`config.mk`:
```
export PLATFORM = sky130hd
export DESIGN_NAME = telemetry_bus_master_poll_and_receive_flat
export DESIGN_NICKNAME = d
export VERILOG_FILES = /design/src/sv/tbm_pkg.sv /design/src/sv/tbm_stream_if.sv /design/src/sv/telemetry_bus_master_poll_and_receive.sv /design/src/sv/tbm_mem.sv /design/src/flat_wrapper.sv
export SDC_FILE = /design/constraint.sdc
export NUM_CORES = 1
export LEC_CHECK = 0
export ABC_AREA = 1
export BUFFER_PORTS_ARGS = -buffer_cell sky130_fd_sc_hd__buf_2
export CORE_MARGIN = 2
export CORE_UTILIZATION = 55
export DETAILED_ROUTE_END_ITERATION = 6
export HOLD_SLACK_MARGIN = 0.15
export PLACE_DENSITY = 0.89
export SYNTH_ARGS = -nofsm -noshare
export SYNTH_HDL_FRONTEND = slang
export SYNTH_SLANG_ARGS = --single-unit
```
`constraint.sdc`:
```
create_clock -name clk_i -period 3.3 [get_ports clk_i]
set_input_delay 0.66 -clock clk_i [delete_from_list [all_inputs] [get_ports clk_i]]
set_output_delay 0.66 -clock clk_i [all_outputs]
set_load 0.01 [all_outputs]
```
`src/sv/tbm_pkg.sv`:
```
// ----------------------------------------------------------------------------
// tbm_pkg
// Shared types and constants of the sensor bus master.
// ----------------------------------------------------------------------------
package tbm_pkg;

  localparam int unsigned MaxSensorsDef = 28;
  localparam int unsigned IdW = 5;
  localparam int unsigned CfgAddrW = 2;
  localparam int unsigned CfgDataW = 30;

  localparam logic [7:0] StartByte = 8'h7E;
  localparam logic [7:0] EscByte = 8'h7D;
  localparam logic [7:0] EscXor = 8'h20;
  localparam logic [7:0] DataFrameType = 8'h10;
  localparam logic [7:0] SumOk = 8'hFF;

  localparam logic [CfgAddrW-1:0] RegEnable = 2'd0;
  localparam logic [CfgAddrW-1:0] RegPollInterval = 2'd1;
  localparam logic [CfgAddrW-1:0] RegWindow = 2'd2;
  localparam logic [CfgAddrW-1:0] RegSkipped = 2'd3;

  localparam logic [15:0] PollIntervalRst = 16'd4000;
  localparam logic [29:0] WindowRst = 30'd5000000;
  localparam logic [IdW-1:0] SkippedRst = 5'h1B;

  localparam logic [1:0] KindData = 2'd0;
  localparam logic [1:0] KindOther = 2'd1;
  localparam logic [1:0] KindPoll = 2'd2;

  typedef struct packed {
    logic       command;
    logic [7:0] rx_byte;
    logic [31:0] now_us;
  } in_item_t;

  typedef struct packed {
    logic [1:0]  kind;
    logic [4:0]  sensor_id;
    logic [7:0]  poll_byte;
    logic [7:0]  frame_type;
    logic [15:0] value_id;
    logic [31:0] value;
  } out_item_t;

  function automatic logic [7:0] with_check_bits(logic [4:0] id);
    logic [7:0] r;
    r[4:0] = id;
    r[5] = id[0] ^ id[1] ^ id[2];
    r[6] = id[2] ^ id[3] ^ id[4];
    r[7] = id[0] ^ id[2] ^ id[4];
    return r;
  endfunction

endpackage

```
`src/sv/tbm_stream_if.sv`:
```
// ----------------------------------------------------------------------------
// tbm_stream_if
// Valid/ready channel carrying one payload word.
// ----------------------------------------------------------------------------
interface tbm_stream_if #(
  parameter type T = logic
);
  logic valid;
  logic ready;
  T     data;
  modport source (output valid, output data, input ready);
  modport sink (input valid, input data, output ready);
endinterface

```
`src/sv/telemetry_bus_master_poll_and_receive.sv`:
```
// ----------------------------------------------------------------------------
// telemetry_bus_master_poll_and_receive
// Sensor bus master: byte deframer, found-sensor list and poll scheduler.
// ----------------------------------------------------------------------------
//  channel | dir | fields
//  in_req  | in  | command, rx_byte, now_us
//  out_req | out | kind, sensor_id, poll_byte, frame_type, value_id, value
//  cfg     | in  | cfg_we_i, cfg_addr_i, cfg_data_i (write only)
//
// One request at a time. The last payload byte walks the 8-byte frame memory
// and then the found list to de-duplicate. A poll in round robin reads the
// found list. Reset clears all control state; the memories need no clearing.
// A waiting result in the output register holds the engine until it is taken.
module telemetry_bus_master_poll_and_receive #(
  parameter int unsigned MaxSensors = tbm_pkg::MaxSensorsDef
) (
  input  logic                           clk_i,
  input  logic                           rst_ni,
  input  logic                           cfg_we_i,
  input  logic [tbm_pkg::CfgAddrW-1:0]   cfg_addr_i,
  input  logic [tbm_pkg::CfgDataW-1:0]   cfg_data_i,
  tbm_stream_if.sink                     in_req,
  tbm_stream_if.source                   out_req
);
  localparam int unsigned IdxW = (MaxSensors > 1) ? $clog2(MaxSensors) : 1;
  localparam int unsigned CntW = $clog2(MaxSensors + 1);
  localparam logic [tbm_pkg::IdW-1:0] LastId = tbm_pkg::IdW'(MaxSensors - 1);

  typedef enum logic [3:0] {
    StIdle, StSumRd, StSum, StDedupRd, StDedup, StPollRd, StPoll, StOut
  } state_e;

  // configuration
  logic        en_q;
  logic [15:0] intv_q;
  logic [29:0] win_q;
  logic [4:0]  skip_q;

  always_ff @(posedge clk_i or negedge rst_ni) begin
    if (!rst_ni) begin
      en_q <= 1'b1;
      intv_q <= tbm_pkg::PollIntervalRst;
      win_q <= tbm_pkg::WindowRst;
      skip_q <= tbm_pkg::SkippedRst;
    end else if (cfg_we_i) begin
      unique case (cfg_addr_i)
        tbm_pkg::RegEnable:       en_q <= cfg_data_i[0];
        tbm_pkg::RegPollInterval: intv_q <= cfg_data_i[15:0];
        tbm_pkg::RegWindow:       win_q <= cfg_data_i;
        tbm_pkg::RegSkipped:      skip_q <= cfg_data_i[4:0];
        default: ;
      endcase
    end
  end

  state_e state_q;
  logic hunt_q, exp_id_q, esc_q;
  logic [3:0] bcnt_q;
  logic [7:0] raw_id_q;
  logic [CntW-1:0] fcnt_q;
  logic [4:0] rr_q, scan_q;
  logic [31:0] next_q, wend_q;
  logic scanning_q, wstart_q;
  logic [5:0] k_q;
  logic [10:0] sum_q;
  logic [7:0] ftype_q;
  logic [15:0] vid_q;
  logic [31:0] val_q;
  logic [4:0] id_q;
  tbm_pkg::out_item_t out_q;
  logic out_v_q;

  // frame byte memory
  logic fm_we;
  logic [2:0] fm_wa, fm_ra;
  logic [7:0] fm_wd, fm_rd;
  tbm_mem #(.Depth(8), .Width(8)) u_frame (
    .clk_i, .we_i(fm_we), .waddr_i(fm_wa), .wdata_i(fm_wd),
    .raddr_i(fm_ra), .rdata_o(fm_rd)
  );

  // found id memory
  logic id_we;
  logic [IdxW-1:0] id_wa, id_ra;
  logic [4:0] id_rd;
  tbm_mem #(.Depth(MaxSensors), .Width(5)) u_found (
    .clk_i, .we_i(id_we), .waddr_i(id_wa), .wdata_i(id_q),
    .raddr_i(id_ra), .rdata_o(id_rd)
  );

  tbm_pkg::in_item_t in_d;
  assign in_d = in_req.data;
  assign in_req.ready = (state_q == StIdle) && !out_v_q;
  assign out_req.valid = out_v_q;
  assign out_req.data = out_q;

  logic in_fire;
  assign in_fire = in_req.valid && in_req.ready;

  // escape-resolved byte
  logic [7:0] b_x;
  assign b_x = esc_q ? (in_d.rx_byte ^ tbm_pkg::EscXor) : in_d.rx_byte;

  // scheduler decision on the accepted call
  logic [31:0] now_in;
  assign now_in = in_d.now_us;
  logic win_hit;
  logic [31:0] dnext, dwin, wend_eff;
  assign dnext = now_in - next_q;
  assign wend_eff = wstart_q ? wend_q : (now_in + 32'(win_q));
  assign dwin = now_in - wend_eff;
  assign win_hit = !dwin[31];

  // next scan id from scan_q
  function automatic logic [4:0] wrap_id(logic [4:0] v);
    return (v > LastId) ? 5'd0 : v;
  endfunction
  logic [4:0] sc0, sc1;
  assign sc0 = wrap_id(scan_q);
  assign sc1 = (sc0 == skip_q) ? wrap_id(sc0 + 5'd1) : sc0;

  // index wraps
  logic [4:0] rr_eff;
  always_comb begin
    rr_eff = rr_q;
    if ({1'b0, rr_q} >= 6'(fcnt_q) || rr_q > LastId) rr_eff = 5'd0;
  end

  logic [7:0] sum_fold;
  assign sum_fold = 8'(sum_q[7:0] + {5'd0, sum_q[10:8]});

  always_comb begin
    fm_we = 1'b0; fm_wa = bcnt_q[2:0]; fm_wd = b_x;
    fm_ra = k_q[2:0];
    id_we = 1'b0; id_wa = fcnt_q[IdxW-1:0];
    id_ra = k_q[IdxW-1:0];
    if (state_q == StPollRd) id_ra = rr_q[IdxW-1:0];
    if (state_q == StIdle && in_fire && en_q && !in_d.command &&
        in_d.rx_byte != tbm_pkg::StartByte && !hunt_q &&
        in_d.rx_byte != tbm_pkg::EscByte && !exp_id_q && bcnt_q < 4'd8) begin
      fm_we = 1'b1;
    end
    if (state_q == StDedup && k_q >= 6'(fcnt_q) &&
        6'(fcnt_q) < 6'(MaxSensors)) begin
      id_we = 1'b1;
    end
  end

  always_ff @(posedge clk_i or negedge rst_ni) begin
    if (!rst_ni) begin
      state_q <= StIdle;
      hunt_q <= 1'b1; exp_id_q <= 1'b0; esc_q <= 1'b0;
      bcnt_q <= '0; raw_id_q <= '0; fcnt_q <= '0;
      rr_q <= '0; scan_q <= '0; next_q <= '0; wend_q <= '0;
      scanning_q <= 1'b1; wstart_q <= 1'b0;
      k_q <= '0; sum_q <= '0; out_v_q <= 1'b0;
      ftype_q <= '0; vid_q <= '0; val_q <= '0; id_q <= '0; out_q <= '0;
    end else begin
      if (out_req.valid && out_req.ready) out_v_q <= 1'b0;
      unique case (state_q)
        StIdle: begin
          if (in_fire && en_q) begin
            if (!in_d.command) begin
              if (in_d.rx_byte == tbm_pkg::StartByte) begin
                hunt_q <= 1'b0; exp_id_q <= 1'b1; esc_q <= 1'b0; bcnt_q <= '0;
              end else if (!hunt_q) begin
                if (in_d.rx_byte == tbm_pkg::EscByte) begin
                  esc_q <= 1'b1;
                end else begin
                  esc_q <= 1'b0;
                  if (exp_id_q) begin
                    raw_id_q <= b_x; exp_id_q <= 1'b0;
                  end else if (bcnt_q >= 4'd8) begin
                    hunt_q <= 1'b1;
                  end else begin
                    bcnt_q <= bcnt_q + 4'd1;
                    if (bcnt_q == 4'd7) begin
                      hunt_q <= 1'b1;
                      k_q <= '0; sum_q <= '0;
                      state_q <= StSumRd;
                    end
                  end
                end
              end
            end else if (!wstart_q || !dnext[31]) begin
              wstart_q <= 1'b1;
              next_q <= now_in + {16'd0, intv_q};
              if (scanning_q && win_hit && fcnt_q != '0) begin
                scanning_q <= 1'b0;
                rr_q <= '0;
                wend_q <= wend_eff;
                state_q <= StPollRd;
              end else if (scanning_q || fcnt_q == '0) begin
                if (scanning_q && !win_hit) wend_q <= wend_eff;
                else wend_q <= now_in + 32'(win_q);
                scanning_q <= 1'b1;
                scan_q <= wrap_id(sc1 + 5'd1);
                out_q <= '{kind: tbm_pkg::KindPoll, sensor_id: sc1,
                           poll_byte: tbm_pkg::with_check_bits(sc1),
                           frame_type: 8'd0, value_id: 16'd0, value: 32'd0};
                state_q <= StOut;
              end else begin
                wend_q <= wend_eff;
                rr_q <= rr_eff;
                state_q <= StPollRd;
              end
            end
          end
        end
        StSumRd: begin
          k_q <= k_q + 6'd1;
          state_q <= StSum;
        end
        StSum: begin
          sum_q <= sum_q + {3'd0, fm_rd};
          unique case (k_q)
            6'd1: ftype_q <= fm_rd;
            6'd2: vid_q[7:0] <= fm_rd;
            6'd3: vid_q[15:8] <= fm_rd;
            6'd4: val_q[7:0] <= fm_rd;
            6'd5: val_q[15:8] <= fm_rd;
            6'd6: val_q[23:16] <= fm_rd;
            6'd7: val_q[31:24] <= fm_rd;
            default: ;
          endcase
          if (k_q == 6'd8) begin
            state_q <= StDedupRd;
            id_q <= raw_id_q[4:0];
          end else begin
            k_q <= k_q + 6'd1;
          end
        end
        StDedupRd: begin
          if (sum_fold != tbm_pkg::SumOk ||
              tbm_pkg::with_check_bits(raw_id_q[4:0]) != raw_id_q ||
              raw_id_q[4:0] > LastId) begin
            state_q <= StIdle;
          end else begin
            k_q <= '0;
            state_q <= StDedup;
            out_q <= '{kind: (ftype_q == tbm_pkg::DataFrameType) ?
                             tbm_pkg::KindData : tbm_pkg::KindOther,
                       sensor_id: id_q, poll_byte: 8'd0, frame_type: ftype_q,
                       value_id: vid_q, value: val_q};
          end
        end
        StDedup: begin
          // registered read: entry k is compared in StOut once the read lands
          if (k_q >= 6'(fcnt_q)) begin
            if (6'(fcnt_q) < 6'(MaxSensors)) fcnt_q <= fcnt_q + CntW'(1);
            out_v_q <= 1'b1; state_q <= StIdle;
          end else begin
            state_q <= StOut;
          end
        end
        StOut: begin
          if (out_q.kind == tbm_pkg::KindPoll) begin
            out_v_q <= 1'b1; state_q <= StIdle;
          end else if (id_rd == id_q) begin
            out_v_q <= 1'b1; state_q <= StIdle;
          end else begin
            k_q <= k_q + 6'd1; state_q <= StDedup;
          end
        end
        StPollRd: state_q <= StPoll;
        StPoll: begin
          rr_q <= rr_q + 5'd1;
          out_q <= '{kind: tbm_pkg::KindPoll, sensor_id: id_rd,
                     poll_byte: tbm_pkg::with_check_bits(id_rd),
                     frame_type: 8'd0, value_id: 16'd0, value: 32'd0};
          out_v_q <= 1'b1; state_q <= StIdle;
        end
        default: state_q <= StIdle;
      endcase
    end
  end
endmodule

```
`src/sv/tbm_mem.sv`:
```
// ----------------------------------------------------------------------------
// tbm_mem
// One write port, one registered read port memory.
// ----------------------------------------------------------------------------
module tbm_mem #(
  parameter int unsigned Depth = 8,
  parameter int unsigned Width = 8
) (
  input  logic                     clk_i,
  input  logic                     we_i,
  input  logic [$clog2(Depth)-1:0] waddr_i,
  input  logic [Width-1:0]         wdata_i,
  input  logic [$clog2(Depth)-1:0] raddr_i,
  output logic [Width-1:0]         rdata_o
);
  logic [Width-1:0] mem_q [Depth];

  always_ff @(posedge clk_i) begin
    if (we_i) begin
      mem_q[waddr_i] <= wdata_i;
    end
    rdata_o <= mem_q[raddr_i];
  end
endmodule
```
`src/flat_wrapper.sv`:
```
// flat-port wrapper written by rule: the top's interface ports become plain ports
module telemetry_bus_master_poll_and_receive_flat 
#(
  parameter int unsigned MaxSensors = tbm_pkg::MaxSensorsDef
)
  (clk_i, rst_ni, cfg_we_i, cfg_addr_i, cfg_data_i, in_req_valid, in_req_data, in_req_ready, out_req_valid, out_req_data, out_req_ready);
  tbm_stream_if in_req_i ();
  tbm_stream_if out_req_i ();
  input  logic clk_i;
  input  logic rst_ni;
  input  logic cfg_we_i;
  input  logic [tbm_pkg::CfgAddrW-1:0] cfg_addr_i;
  input  logic [tbm_pkg::CfgDataW-1:0] cfg_data_i;
  input wire logic [$bits(in_req_i.valid)-1:0] in_req_valid;
  input wire logic [$bits(in_req_i.data)-1:0] in_req_data;
  output wire logic [$bits(in_req_i.ready)-1:0] in_req_ready;
  output wire logic [$bits(out_req_i.valid)-1:0] out_req_valid;
  output wire logic [$bits(out_req_i.data)-1:0] out_req_data;
  input wire logic [$bits(out_req_i.ready)-1:0] out_req_ready;
  assign in_req_i.valid = in_req_valid;
  assign in_req_i.data = in_req_data;
  assign in_req_ready = in_req_i.ready;
  assign out_req_valid = out_req_i.valid;
  assign out_req_data = out_req_i.data;
  assign out_req_i.ready = out_req_ready;
  telemetry_bus_master_poll_and_receive #(.MaxSensors(MaxSensors)) u_core (.clk_i(clk_i), .rst_ni(rst_ni), .cfg_we_i(cfg_we_i), .cfg_addr_i(cfg_addr_i), .cfg_data_i(cfg_data_i), .in_req(in_req_i), .out_req(out_req_i));
endmodule
```
======== Word level (Yosys, flattened, before mapping) ========
Cells that the tools add are included.
word-level totals
  bits in registers ....................... 105
  input bits .............................. 38
  output and inout bits ................... 3
  logic and storage cells ................. 124
cells by class
  add/subtract/negate cells ............... 5
  magnitude comparators ................... 3
  equality and inequality tests ........... 28
  multiplexer cells ....................... 35
  bitwise operators ....................... 8
  reduce and logical (&&, ||, !) cells .... 26
operators by type and width
  operator             count
  $pmux 71 s2          1
  $mux 71              1
  $mux 6               8
  $mux 11              4
  $pmux 6 s5           1
  $pmux 4 s7           1
  $eq 6x3->1 const B   4
  $mux 4               6
  $pmux 11 s2          1
  $eq 4x3->1 const B   5
  $reduce_and 2->1     10
  $ne 2x2->1 const B   8
  $eq 6x2->1 const B   2
  $add 11x8->11        1
  $reduce_and 5->1     2
  $mux 3               3
  $reduce_and 9->1     1
  $add 8x3->8          1
  $eq 4x2->1 const B   2
  $eq 8x5->1 const B   1
  $mux 1               8
  $ne 8x8->1 const B   1
  $add 6x1->6 const B  1
  $eq 6x1->1 const B   1
  other kinds (21)     31

======== Depth between registers and ports, before layout ========
  depth after elaboration ................. 6
  depth in mapped cells ................... 11
  gate-level depth less buffers ........... 11

======== Hierarchy ========
From an unflattened synthesis, not the netlist that was laid out.
second synthesis, totals
  cells, all modules ...................... 1293
  area total of the unflattened synthesis .. 12320.6 sq um
modules (own cells, without submodules)
  module                                 times used  cells each  area each (sq um)  seq. area each (sq um)
  tbm_mem at u_core.u_found              1           566         6084.6             4304.1
  telemetry_bus_master_poll_and_receive  1           424         3185.6             1228.7
  tbm_mem at u_core.u_frame              1           303         3050.4             2082.0

======== Worst setup path after synthesis ========
Ideal clock, no wire load.
  path kind ............................... reg-to-output
  start point ............................. register u_core.state_q[0]
  end point ............................... output port in_req_ready
  arrival ................................. 0.860 ns
  required time ........................... 2.640 ns
  path slack .............................. 1.780 ns
  cell stages (with the launch flop) ...... 4
  path buffers ............................ 0
  path through ............................ dfrtp_1 nor2_2 nand2_4 nor2_1
on the way
  cells in the longest elaborated chain, start to end .. 2
RTL lines
  what                      line                                          source
  start: declaration        telemetry_bus_master_poll_and_receive.sv:56   state_e state_q;
  start signal: assignment  telemetry_bus_master_poll_and_receive.sv:151  state_q <= StIdle;
  start signal: assignment  telemetry_bus_master_poll_and_receive.sv:180  state_q <= StSumRd;
  start signal: assignment  telemetry_bus_master_poll_and_receive.sv:192  state_q <= StPollRd;
  $logic_not 4->1           telemetry_bus_master_poll_and_receive.sv:93   assign in_req.ready = (state_q == StIdle) && !out_v_q;
  $logic_and 1x1->1         telemetry_bus_master_poll_and_receive.sv:93
  end: declaration          flat_wrapper.sv:16                            output wire logic [$bits(in_req_i.ready)-1:0] in_req_ready;
No other way between the ends.

======== Worst setup path after layout ========
Ends and elaborated chain as after synthesis.

==> results_tabular.tex <==
\begin{tabular}{lr}
\hline
Metric & Value \\
\hline
\multicolumn{2}{l}{\textbf{Worst setup path}} \\
Required time reported for the critical path endpoint & between 2 and 3 ns \\
Startpoint type of the worst setup path & flop \\
Worst reg-to-reg path cell count & 8 \\
Critical path class & flop to primary output \\
Worst Setup End Kind & primary output \\
Data arrival time of the worst path & 1.35 ns \\
Maximum net fanout on the critical path & 6 \\
\multicolumn{2}{l}{\textbf{STA}} \\
Final setup TNS & 0 ns \\
Final period utilization & 60.9\% \\
Unrepaired setup endpoints after global routing & no \\
Total count of max-transition violations in the final report & 0 \\
Number of endpoints failing setup at the final stage & 0 \\
Count of final hold-check violations & 0 \\
Maximum clock frequency & 497 MHz \\
Worst clock skew on the final layout & around 0.0011 ns \\
Final period demand of the worst path & 2.01 ns \\
\multicolumn{2}{l}{\textbf{CTS}} \\
Maximum buffer depth of the clock tree & 2 \\
\# clock sinks & 21 \\
Clock root buffer & clkbuf\_4 \\
Clock-pin slew on the worst setup and hold paths & 0.13 ns \\
Insertion delay of the later-clocked pin in the worst-skew pair & 0.32 ns \\
CTS tree & yes \\
CTS H-tree depth & 1 \\
\# hold bufs at CTS & 0 \\
Number of buffers inserted to repair setup after CTS & 0 \\
Total of cells resized after clock tree synthesis & 0 \\
Inserted Clock Buffers & 3 \\
\multicolumn{2}{l}{\textbf{Yosys}} \\
Yosys warnings & 0 \\
Count of mapped cells out of synthesis & 180 \\
Share of flip-flops with an asynchronous set or reset & 100\% \\
Post-synthesis average cell area & 7.89 µm² \\
Summed instance area of the synthesized netlist & $\sim$1400 µm² \\
Net count after synthesis & around 230 \\
Library cell with the highest instance count after synthesis & nand2\_1 \\
Predominant post-synthesis flop cell & dfrtp\_1 \\
Dominant cells by area after synthesis & dfrtp\_1 33\%, nand2\_1 13\%, ha\_1 8.8\% \\
Synth cell count leaders & 48 x nand2\_1, 24 x inv\_1, 19 x dfrtp\_1, 14 x nand3\_1, 14 x nor2\_1 \\
Area share of the largest cell type after synthesis & 33.5\% \\
Synth Register Bits & 21 \\
Post-synthesis cell type count & 33 \\
Sequential cell area fraction in the yosys report & 37.2\% \\
EDFF count, synth & 0 \\
Post-synthesis cell type with the largest combined area & dfrtp\_1 \\
\multicolumn{2}{l}{\textbf{Final layout}} \\
Area added between synthesis and finish & 7.40\% \\
N\_diodes & 0 \\
Count of non-filler cells in the finished layout & 222 \\
Fraction of final layout cells with drive strength greater than 1 & approximately 16\% \\
Fillers & 205 \\
NumNets Final & about 240 \\
\multicolumn{2}{l}{\textbf{Floorplan}} \\
Initial Util & 57.8\% \\
Die boundary height & 54.8 µm \\
Placeable core region & 2450 µm² \\
DIE WIDTH & 54.8 µm \\
Area of the die & between 3000 and 4000 µm² \\
\# IOs & 41 \\
Row count & 18 \\
\multicolumn{2}{l}{\textbf{Drt}} \\
Total detailed-routing wirelength & 2610 µm \\
Vias & 1156 \\
Number of nets with antenna violations after routing & 0 \\
Length of the first detailed-routing pass in iterations & 4 \\
DRC violations left & 0 \\
Final routed wire length divided by cell count & 11.7 µm \\
Via-to-Cell Ratio & 5.21 \\
Initial DRC count & 26 \\
\multicolumn{2}{l}{\textbf{GRT}} \\
Global-route usage over all layers & 20.5\% \\
First-pass GRT wire length & 4470 µm \\
GRT overflow & 0 \\
Via count of the first global-routing pass & 1088 \\
Antenna violations before repair & 0 \\
Pin count of the biggest net entering global routing & 22 \\
\multicolumn{2}{l}{\textbf{Place}} \\
Number of input and output port buffers inserted & 9 \\
Number of cells in the design after placement & 218 \\
Routability congestion estimate & about 0.82 \\
Post-detail-place hpwl & 2020 µm \\
\multicolumn{2}{l}{\textbf{Status}} \\
Status & finished clean \\
\multicolumn{2}{l}{\textbf{Power and ir drop}} \\
Power density over the cells & 274 nW/µm² \\
Highest ir drop seen on vdd & 0.000283 V \\
Total leakage power & $\sim$0.8 nW \\
\multicolumn{2}{l}{\textbf{Min path}} \\
Worst hold path type & input pin to async pin \\
\multicolumn{2}{l}{\textbf{Run}} \\
Max-cap violations & 0 \\
\hline
\end{tabular}
path summary, 6_finish.rpt:
check                                         startpoint                            to  slack, ns
max                        u_core.state_q[0]$_DFFE_PN0P_                  in_req_ready       1.29
min                                               rst_ni     u_core.k_q[3]$_DFFE_PN0P_       0.27
max reg2reg                    u_core.k_q[3]$_DFFE_PN0P_  u_core.fcnt_q[1]$_DFFE_PN0P_       1.70
min reg2reg                 u_core.fcnt_q[4]$_DFFE_PN0P_  u_core.fcnt_q[4]$_DFFE_PN0P_       0.52
max in group asynchronous                         rst_ni       u_core.en_q$_DFFE_PN1P_       2.68
min in group clk_i                              cfg_we_i       u_core.en_q$_DFFE_PN1P_       0.47
worst max-delay path: stages (launching register included):
cell and delay (ns):
dfrtp_1 0.46, nor2_2 0.23, nand2_4 0.11, nor2_1 0.09, buf_2 0.13
state kept, by name, summed over array words and instances (netlist names):
signal,flops
u_core.bcnt_q,4
u_core.out_req.valid,1
u_core.k_q,6
u_core.fcnt_q,5
u_core.hunt_q,1
u_core.en_q,1
u_core.state_q,3
cell families after synthesis:
family          Yosys count  share of synthesized area (%)
xor+xnor                  6                           3.70
simple gates             93                           32.5
fa+ha+maj                10                           8.81
flops                    21                           37.2
other cells               1                          0.264
buf+inv                  27                           7.58
compound gates           22                           9.96
layout by cell type (no fill, tap or decap), types with 3 or more instances in the layout:
master    instances
a21oi_1           4
o21bai_1          6
nand3_1          14
clkbuf_4          3
nand2_1          48
dfrtp_1          19
inv_1            24
ha_1             10
nor2_1           14
o21ai_1           3
xor2_1            4
nand2_4           3
nand4_1           4
buf_2             9
o21ai_0           3
area by class of cell:
type                    instances  area (µm²)  share of cell area (%)
flip-flops and latches         21         528                    34.6
repair buffers                  9        45.0                    2.95
multi-input cells             132         785                    51.4
well taps                      30        37.5                    2.46
clock buffers                   3        22.5                    1.48
inverters                      26         100                    6.56
clock inverters                 1        7.51                   0.492
metal layers:
layer  GRT usage (%)  wire length (µm)  vias to the layer above
li1                -                 -                      603
met5               0                 0                        -
met4            3.75                25                        0
met3            4.10                98                        3
met2            36.9              1300                       22
met1            25.2              1180                      528
power breakdown:
group	internal [mW]	switching (mW)
Clock	0.0464	0.0901
Sequential	0.261	0.00140
Combinational	0.00711	0.0123
Total	0.315	0.104
through the flow:
stage | setup WS (ns) | util [%] | total power [mW] | hold slack [ns] | instance area, µm²
6_report | 1.29 | 62.1 | 0.418 | 0.270 | 1530
5_1_grt | 1.21 | 62.1 | 0.433 | 0.304 | 1530
4_1_cts | 1.29 | 62.1 | 0.423 | 0.282 | 1530
3_5_place_dp | 1.68 | 60.9 | 0.287 | 0.493 | 1500
3_3_place_gp | 1.72 | 60.9 | 0.287 | 0.488 | 1500
2_1_floorplan | 1.78 | - | 0.277 | 0.364 | 1420
Power figures use the tool's default switching activity.
